--- src/hdl/spte_pkg.sv ---
`timescale 1ns / 1ps
// shared types and codes for the sorted pair table engine
package spte_pkg;

	localparam logic [1:0] MODE_INS = 2'd0;
	localparam logic [1:0] MODE_DEL = 2'd1;
	localparam logic [1:0] MODE_LKP = 2'd2;
	localparam logic [1:0] MODE_REV = 2'd3;

	localparam logic [1:0] ST_DONE = 2'd0;
	localparam logic [1:0] ST_MISS = 2'd1;
	localparam logic [1:0] ST_FULL = 2'd2;

	typedef struct packed {
		logic load;
		logic init;
		logic rd;
		logic eval;
		logic place;
		logic emit;
	} cmd_t;

	typedef struct packed {
		logic init_fin;
		logic ev_hold;
		logic ev_fin;
		logic ev_place;
		logic out_free;
	} stat_t;

endpackage

--- src/hdl/spte_ctrl.sv ---
`timescale 1ns / 1ps
// sequencing state machine for the sorted pair table engine
module spte_ctrl (
	input  logic           clk,
	input  logic           arst_n,
	input  logic           in_valid,
	output logic           in_stall,
	input  spte_pkg::stat_t st,
	output spte_pkg::cmd_t  cmd
);
	import spte_pkg::*;

	localparam logic [2:0] S_IDLE  = 3'd0;
	localparam logic [2:0] S_INIT  = 3'd1;
	localparam logic [2:0] S_READ  = 3'd2;
	localparam logic [2:0] S_EVAL  = 3'd3;
	localparam logic [2:0] S_PLACE = 3'd4;
	localparam logic [2:0] S_FIN   = 3'd5;

	logic [2:0] state_q;
	logic [2:0] state_d;

	assign in_stall = (state_q != S_IDLE);

	always_comb begin
		cmd     = '0;
		state_d = state_q;
		unique case (state_q)
			S_IDLE: begin
				cmd.load = in_valid;
				if (in_valid) begin
					state_d = S_INIT;
				end
			end
			S_INIT: begin
				cmd.init = 1'b1;
				state_d  = st.init_fin ? S_FIN : S_READ;
			end
			S_READ: begin
				cmd.rd  = 1'b1;
				state_d = S_EVAL;
			end
			S_EVAL: begin
				cmd.eval = 1'b1;
				priority if (st.ev_hold) begin
					state_d = S_EVAL;
				end else if (st.ev_fin) begin
					state_d = S_FIN;
				end else if (st.ev_place) begin
					state_d = S_PLACE;
				end else begin
					state_d = S_READ;
				end
			end
			S_PLACE: begin
				cmd.place = 1'b1;
				state_d   = S_FIN;
			end
			S_FIN: begin
				cmd.emit = st.out_free;
				if (st.out_free) begin
					state_d = S_IDLE;
				end
			end
			default: begin
				state_d = S_IDLE;
			end
		endcase
	end

	always_ff @(posedge clk or negedge arst_n) begin
		if (!arst_n) begin
			state_q <= S_IDLE;
		end else begin
			state_q <= state_d;
		end
	end

endmodule

--- src/hdl/spte_datapath.sv ---
`timescale 1ns / 1ps
// table memory, entry count, search registers and result register
module spte_datapath #(
	parameter int CAPACITY   = 32,
	parameter int WORD_BYTES = 8
) (
	input  logic            clk,
	input  logic            arst_n,
	input  logic [1:0]      mode,
	input  logic [63:0]     key_word,
	input  logic [63:0]     value_word,
	input  spte_pkg::cmd_t  cmd,
	output spte_pkg::stat_t st,
	input  logic            out_stall,
	output logic            out_valid,
	output logic [1:0]      status,
	output logic [63:0]     found_key,
	output logic [63:0]     found_value,
	output logic            last
);
	import spte_pkg::*;

	localparam int CW = $clog2(CAPACITY + 1);
	localparam int AW = (CAPACITY > 1) ? $clog2(CAPACITY) : 1;
	localparam int DROP = 8 * (8 - WORD_BYTES);
	localparam logic [63:0] TRIM = {64{1'b1}} << DROP;
	localparam logic signed [CW:0] ONE_SX = (CW+1)'(1);

	logic [127:0]       mem_q [CAPACITY];
	logic [127:0]       rdata_s1;
	logic [1:0]         mode_q;
	logic [63:0]        key_q;
	logic [63:0]        val_q;
	logic [CW-1:0]      cnt_q;
	logic [AW-1:0]      idx_q;
	logic signed [CW:0] lo_q;
	logic signed [CW:0] hi_q;
	logic               found_q;
	logic               pend_v_q;
	logic [1:0]         pend_st_q;
	logic [63:0]        pend_key_q;
	logic [63:0]        pend_val_q;
	logic               out_valid_q;
	logic [1:0]         out_st_q;
	logic [63:0]        out_key_q;
	logic [63:0]        out_val_q;
	logic               out_last_q;

	logic [63:0]        rkey;
	logic [63:0]        rval;
	logic               full;
	logic               empty;
	logic [CW-1:0]      cnt_m1;
	logic               last_idx;
	logic               key_gt;
	logic               key_eq;
	logic               key_lt;
	logic               val_eq;
	logic               out_free;
	logic signed [CW:0] idx_sx;
	logic signed [CW:0] nlo;
	logic signed [CW:0] nhi;
	logic               lkp_end;
	logic [CW:0]        msum;
	logic               ins_now;
	logic               do_eval;
	logic               rev_emit;
	logic               we;
	logic [AW-1:0]      waddr;
	logic [127:0]       wdata;

	assign rkey     = rdata_s1[127:64];
	assign rval     = rdata_s1[63:0];
	assign full     = (cnt_q == CW'(CAPACITY));
	assign empty    = (cnt_q == '0);
	assign cnt_m1   = cnt_q - 1'b1;
	assign last_idx = (CW'(idx_q) == cnt_m1);
	assign key_gt   = (rkey > key_q);
	assign key_eq   = (rkey == key_q);
	assign key_lt   = (rkey < key_q);
	assign val_eq   = (rval == val_q);
	assign out_free = !out_valid_q || !out_stall;

	// binary search bounds
	assign idx_sx  = signed'({1'b0, CW'(idx_q)});
	assign nlo     = key_lt ? (idx_sx + ONE_SX) : lo_q;
	assign nhi     = key_lt ? hi_q : (idx_sx - ONE_SX);
	assign lkp_end = (nlo > nhi);
	assign msum    = unsigned'(nlo) + unsigned'(nhi);

	always_comb begin
		st          = '0;
		st.out_free = out_free;
		st.init_fin = (mode_q == MODE_INS) ? (full || empty) : empty;
		st.ev_hold  = (mode_q == MODE_REV) && val_eq && pend_v_q && !out_free;
		unique case (mode_q)
			MODE_INS: begin
				st.ev_fin   = !key_gt;
				st.ev_place = key_gt && (idx_q == '0);
			end
			MODE_DEL: st.ev_fin = last_idx;
			MODE_LKP: st.ev_fin = key_eq || lkp_end;
			MODE_REV: st.ev_fin = last_idx;
		endcase
	end

	assign do_eval  = cmd.eval && !st.ev_hold;
	assign rev_emit = do_eval && (mode_q == MODE_REV) && val_eq && pend_v_q;
	assign ins_now  = (cmd.init && (mode_q == MODE_INS) && !full && empty) || cmd.place;

	always_comb begin
		we    = 1'b0;
		waddr = '0;
		wdata = rdata_s1;
		if (ins_now) begin
			we    = 1'b1;
			wdata = {key_q, val_q};
		end
		if (do_eval) begin
			unique case (mode_q)
				MODE_INS: begin
					we    = 1'b1;
					waddr = idx_q + 1'b1;
					wdata = key_gt ? rdata_s1 : {key_q, val_q};
				end
				MODE_DEL: begin
					we    = found_q;
					waddr = idx_q - 1'b1;
				end
				MODE_LKP: we = 1'b0;
				MODE_REV: we = 1'b0;
			endcase
		end
	end

	always_ff @(posedge clk) begin
		if (we) begin
			mem_q[waddr] <= wdata;
		end
		if (cmd.rd) begin
			rdata_s1 <= mem_q[idx_q];
		end
	end

	always_ff @(posedge clk or negedge arst_n) begin
		if (!arst_n) begin
			cnt_q       <= '0;
			found_q     <= 1'b0;
			pend_v_q    <= 1'b0;
			out_valid_q <= 1'b0;
		end else begin
			if (ins_now || (do_eval && (mode_q == MODE_INS) && !key_gt)) begin
				cnt_q <= cnt_q + 1'b1;
			end else if (do_eval && (mode_q == MODE_DEL) && last_idx && (found_q || key_eq)) begin
				cnt_q <= cnt_m1;
			end
			if (cmd.init) begin
				found_q  <= 1'b0;
				pend_v_q <= 1'b0;
			end else if (do_eval) begin
				if ((mode_q == MODE_DEL) && key_eq) begin
					found_q <= 1'b1;
				end
				if ((mode_q == MODE_REV) && val_eq) begin
					pend_v_q <= 1'b1;
				end
			end
			if (rev_emit || cmd.emit) begin
				out_valid_q <= 1'b1;
			end else if (!out_stall) begin
				out_valid_q <= 1'b0;
			end
		end
	end

	always_ff @(posedge clk) begin
		if (cmd.load) begin
			mode_q <= mode;
			key_q  <= key_word & TRIM;
			val_q  <= value_word & TRIM;
		end
		if (cmd.init) begin
			pend_st_q  <= ST_MISS;
			pend_key_q <= '0;
			pend_val_q <= '0;
			idx_q      <= '0;
			if (mode_q == MODE_INS) begin
				idx_q <= AW'(cnt_m1);
				if (full) begin
					pend_st_q <= ST_FULL;
				end else if (empty) begin
					pend_st_q  <= ST_DONE;
					pend_key_q <= key_q;
					pend_val_q <= val_q;
				end
			end else if (mode_q == MODE_LKP) begin
				lo_q  <= '0;
				hi_q  <= signed'({1'b0, cnt_m1});
				idx_q <= AW'(cnt_m1 >> 1);
			end
		end
		if (cmd.place) begin
			pend_st_q  <= ST_DONE;
			pend_key_q <= key_q;
			pend_val_q <= val_q;
		end
		if (do_eval) begin
			unique case (mode_q)
				MODE_INS: begin
					idx_q <= idx_q - 1'b1;
					if (!key_gt) begin
						pend_st_q  <= ST_DONE;
						pend_key_q <= key_q;
						pend_val_q <= val_q;
					end
				end
				MODE_DEL: begin
					idx_q <= idx_q + 1'b1;
					if (!found_q && key_eq) begin
						pend_st_q  <= ST_DONE;
						pend_key_q <= rkey;
						pend_val_q <= rval;
					end
				end
				MODE_LKP: begin
					lo_q  <= nlo;
					hi_q  <= nhi;
					idx_q <= AW'(msum >> 1);
					if (key_eq) begin
						pend_st_q  <= ST_DONE;
						pend_key_q <= rkey;
						pend_val_q <= rval;
					end
				end
				MODE_REV: begin
					idx_q <= idx_q + 1'b1;
					if (val_eq) begin
						pend_st_q  <= ST_DONE;
						pend_key_q <= rkey;
						pend_val_q <= rval;
					end
				end
			endcase
		end
		if (rev_emit || cmd.emit) begin
			out_st_q   <= pend_st_q;
			out_key_q  <= pend_key_q;
			out_val_q  <= pend_val_q;
			out_last_q <= cmd.emit;
		end
	end

	assign out_valid   = out_valid_q;
	assign status      = out_st_q;
	assign found_key   = out_key_q;
	assign found_value = out_val_q;
	assign last        = out_last_q;

endmodule

--- src/hdl/sorted_pair_table_engine_unit.sv ---
`timescale 1ns / 1ps
// top level of the sorted pair table engine
//
// channel  handshake            payload
// input    in_valid / in_stall  mode, key_word, value_word
// output   out_valid/out_stall  status, found_key, found_value, last
//
// each table entry visited takes one memory read and one compare
// insert walks down from the top, delete and reverse lookup walk the whole table
// lookup is a binary search, one read and one compare per probe
// every request adds an init step before the walk and a result step after; reset needs no clearing pass
// a stalled output holds the walk only when a new result must be sent
module sorted_pair_table_engine_unit #(
	parameter int CAPACITY   = 32,
	parameter int WORD_BYTES = 8
) (
	input  logic        clk,
	input  logic        arst_n,
	input  logic        in_valid,
	output logic        in_stall,
	input  logic [1:0]  mode,
	input  logic [63:0] key_word,
	input  logic [63:0] value_word,
	output logic        out_valid,
	input  logic        out_stall,
	output logic [1:0]  status,
	output logic [63:0] found_key,
	output logic [63:0] found_value,
	output logic        last
);
	import spte_pkg::*;

	cmd_t  cmd;
	stat_t st;

	spte_ctrl u_ctrl (
		.clk      (clk),
		.arst_n   (arst_n),
		.in_valid (in_valid),
		.in_stall (in_stall),
		.st       (st),
		.cmd      (cmd)
	);

	spte_datapath #(
		.CAPACITY   (CAPACITY),
		.WORD_BYTES (WORD_BYTES)
	) u_dp (
		.clk         (clk),
		.arst_n      (arst_n),
		.mode        (mode),
		.key_word    (key_word),
		.value_word  (value_word),
		.cmd         (cmd),
		.st          (st),
		.out_stall   (out_stall),
		.out_valid   (out_valid),
		.status      (status),
		.found_key   (found_key),
		.found_value (found_value),
		.last        (last)
	);

endmodule

--- config.mk ---
export PLATFORM = sky130hd
export DESIGN_NAME = sorted_pair_table_engine_unit
export DESIGN_NICKNAME = d
export VERILOG_FILES = /design/src/hdl/spte_pkg.sv /design/src/hdl/spte_ctrl.sv /design/src/hdl/spte_datapath.sv /design/src/hdl/sorted_pair_table_engine_unit.sv
export SDC_FILE = /design/constraint.sdc
export NUM_CORES = 2
export LEC_CHECK = 0
export BUFFER_PORTS_ARGS = -buffer_cell sky130_fd_sc_hd__buf_4
export CORE_MARGIN = 5
export CORE_UTILIZATION = 39
export CTS_CLUSTER_DIAMETER = 100
export DETAILED_ROUTE_END_ITERATION = 12
export HOLD_SLACK_MARGIN = 0.08
export PLACE_DENSITY = 0.55
export SLEW_MARGIN = 20
export SYNTH_ARGS = -nofsm -noshare
export SYNTH_HDL_FRONTEND = slang
export SYNTH_SLANG_ARGS = --single-unit
--- constraint.sdc ---
create_clock -name clk -period 39.8 [get_ports clk]
set_input_delay 0 -clock clk [delete_from_list [all_inputs] [get_ports clk]]
set_output_delay 0 -clock clk [all_outputs]
set_load 0.01 [all_outputs]
==> impl_metrics.yaml <==
cells_and_area:
  drive_above_1_share: 0.300
  area_delta_synth_final_pct: 15.6
  finalInstanceArea_sq_um: 207000
  post-route-util: 0.453
  fillCellCount: 38100
  fin_nets: 8754
critical_path:
  reg2reg_slack_ps: 32430
  slowest_delay_ps: 800
  crit-reg2reg-launch: "u_dp.val_q[12]"
  cp_top_family: "simple AND/OR/NAND/NOR gates"
  critPathBufInv: 3
  crit_fanout: 37
  slowest_stage: "or4_4"
  end_kind: "flip-flop"
  cp_common_cell: "buf_4"
  crit_type: "reg2reg"
  worstPathRequired_ps: 40420
  cp-startpoint: "u_dp.val_q[12]"
  path_cells: "xnor2_1 > nand4_1 > nor4_1 > nand4_1 > or4_4 > nand2_4 > o21ai_1 > nor2_4 > buf_4 > buf_4 > buf_4"
  crit_arrival_ps: 8000
  worstSetupStartpointType: "flip-flop"
timing:
  fmax_mhz: 136
  finalSetupTns_ps: 0
  whs_ps: 206
  rsz0062_at_grt: "false"
  slew-limit-headroom: 0.187
  layout_min_cycle_time_ps: 7370
  setup_violations: 0
  final_hold_viol_count: 0
  worstMarginPinSlew_ps: 1220
  finalCritPeriodShare: 0.185
  drv_slew: 0
  clock_skew_ps: 87.0
floorplanning:
  die_w_um: 687
  die_y_um: 687
  row_count: 248
  core-area_sq_um: 457000
  dieArea_sq_um: 472000
  io_pins: 267
  start_util: 0.392
clock_tree:
  clock-root-buffer: "clkbuf_16"
  cts_setup_buffers: 0
  cts_buffer_depth: 4
  cts.sinks: 4646
  clk_pin_slew_ps: 70
  clk_latency_ps: 1040
  htreeDepth: 5
  cts_buffers: 463
  cts_tree: "done"
drt:
  wl_mm: 520
  drc: 0
  first_iter_violations: 10900
  first_pass_iters: 8
  ant_nets: 0
  vias: 88300
  avgViaCountPerCell: 5.86
  wl_per_cell_um: 34.5
grt:
  grt_pass1_vias: 89300
  grt_max_degree: 152
  grt_first_pass_wirelength_mm: 722
  overflow: 0
  grt_usage: 0.216
  antenna_found_initial: 41
logic_synthesis:
  synth-edff-count: 4490
  netlist.area_leader.share: 0.754
  ys_types: 77
  synthesis.nets: 7949
  syn_avg_cell_area_sq_um: 23.1
  synth-seq-cells: 4646
  synthCells: 7734
  yosys_warnings: 0
  ys.flop_type: "edfxtp_1"
  yosysTopAreaCell: "edfxtp_1"
  ys_top_cells_by_area: "edfxtp_1 75%, mux4_2 16%, dfxtp_1 1.6%"
  syn_area_sq_um: 179000
  synth.yosys.seq_area_share: 0.771
  synth-async-reset-ratio: 0.00258
job:
  cap_viol_max_count: 0
power:
  peakVddDrop_mv: 0.0653
  p_per_area_nw_per_um2: 76.4
  leakagePower_nw: 64.6
place:
  port_buffers: 266
  hpwlAfterDp_mm: 275
  place_congestion: 0.813
  place_area_sq_um: 189000
status:
  status: "complete, no violations"
worst_hold_path:
  hold_class: "in2async"
[report_power, final]
group / total (mW) / switching [mW] / internal, mW
Clock: 4.25 / 1.85 / 2.40
Sequential: 6.83 / 0.253 / 6.58
Combinational: 4.71 / 2.83 / 1.89
[through the flow]
step / total power, mW / worst slack (ps) / instances
3_3_place_gp: 11.5 / 32210 / 13900
3_5_place_dp: 11.6 / 32360 / 13900
5_1_grt: 16.4 / 32290 / 15100
6_report: 15.8 / 32430 / 15100
2_1_floorplan: 9.90 / 27280 / 7734
4_1_cts: 15.9 / 32390 / 15100
[synth_stat cells (6+ instances only)]
| master | instances |
|---|---|
| edfxtp_1 | 4490 |
| mux4_2 | 1280 |
| clkbuf_1 | 262 |
| a21oi_1 | 173 |
| mux2_2 | 165 |
| o21ai_0 | 154 |
| dfxtp_1 | 144 |
| a22oi_1 | 131 |
| a221o_1 | 129 |
| buf_1 | 109 |
| inv_1 | 82 |
| ha_1 | 80 |
| nor2_1 | 64 |
| xnor2_1 | 62 |
| nand2_1 | 59 |
| buf_2 | 41 |
| nand4_1 | 30 |
| mux2_1 | 29 |
| xor2_1 | 27 |
| nand3_1 | 15 |
| buf_6 | 14 |
| nand2b_1 | 13 |
| nor3_1 | 13 |
| nor4_1 | 13 |
| a21o_1 | 12 |
| dfrtp_1 | 12 |
| mux2i_1 | 11 |
| nor2b_1 | 8 |
| o21a_1 | 7 |
| a211oi_1 | 6 |
| buf_4 | 6 |
| o21bai_1 | 6 |
| or3_1 | 6 |
[metal layers]
metal  global-route usage  share of wire
met1                0.304           0.41
met2                0.357           0.49
met5                    0        0.00017
met3               0.0308          0.066
met4               0.0555          0.028
[worst paths after layout]
path / endpoint / cells after the start
worst max-delay path: u_dp.mem_q[18][0] / 11
worst min-delay path: u_ctrl.state_q[0] / 3
worst max register to register: u_dp.mem_q[18][0] / 11
worst min register to register: u_dp.found_value[37] / 0
max in group asynchronous: u_dp.cnt_q[1] / 3
min in group clk: u_dp.val_q[35] / 3
[cell type report]
cell class | instances | area, sq um | area share
clock inverter | 259 | 2290 | 0.0111
multi-input combinational | 2574 | 39400 | 0.190
timing repair buffer | 772 | 6840 | 0.0331
inverter | 82 | 308 | 0.00149
sequential | 4646 | 138000 | 0.667
antenna | 10 | 25.0 | 0.000121
tap | 6125 | 7660 | 0.0370
clock buffer | 600 | 12400 | 0.0598
[worst min-delay path: stages]
cell,delay (ps)
dlygate4sd3_1,530
buf_4,130
dlygate4sd3_1,1050
[cell families (layout without fill, tap and decap cells)]
logic type,after synthesis,after routing,synth area share
DFF,4646,4646,0.771
muxes,1485,1485,0.174
AOI/OAI and AO/OA,660,660,0.0253
buffers and inverters,514,1713,0.0118
and+or+nand+nor,259,259,0.00757
xor gates and xnor gates,89,89,0.00436
adders and majority gates,81,81,0.00571
other,0,10,0
[state kept, by name, indices dropped and copies added, names as in the netlist, 64 cells and up]
name,flops
u_dp.mem_q,4096
u_dp.rdata_s1,128
u_dp.found_key,64
u_dp.found_value,64
u_dp.key_q,64
u_dp.pend_key_q,64
u_dp.pend_val_q,64
u_dp.val_q,64
[repair_timing]
action                    CTS  global route
gates resized for setup     0             0
hold buffers              267             0
hold endpoints to repair  203             0
[cell usage in the layout, fill, tap and decap left out, types with 28 or more instances in the layout]
master,n
mux4_2,1280
nor2_4,31
nor2_1,35
a22oi_1,131
bufinv_16,33
inv_1,82
nand2_1,58
clkbuf_1,117
xnor2_1,62
dlygate4sd3_1,267
o21ai_0,90
clkinv_1,109
edfxtp_1,4490
clkbuf_16,469
dfxtp_1,144
mux2_2,168
a21oi_1,172
buf_4,475
buf_12,28
a221o_1,129
nand4_1,30
clkinv_2,76
o21ai_1,39
ha_1,80
Note: power is estimated with default switching activity, not from simulation.
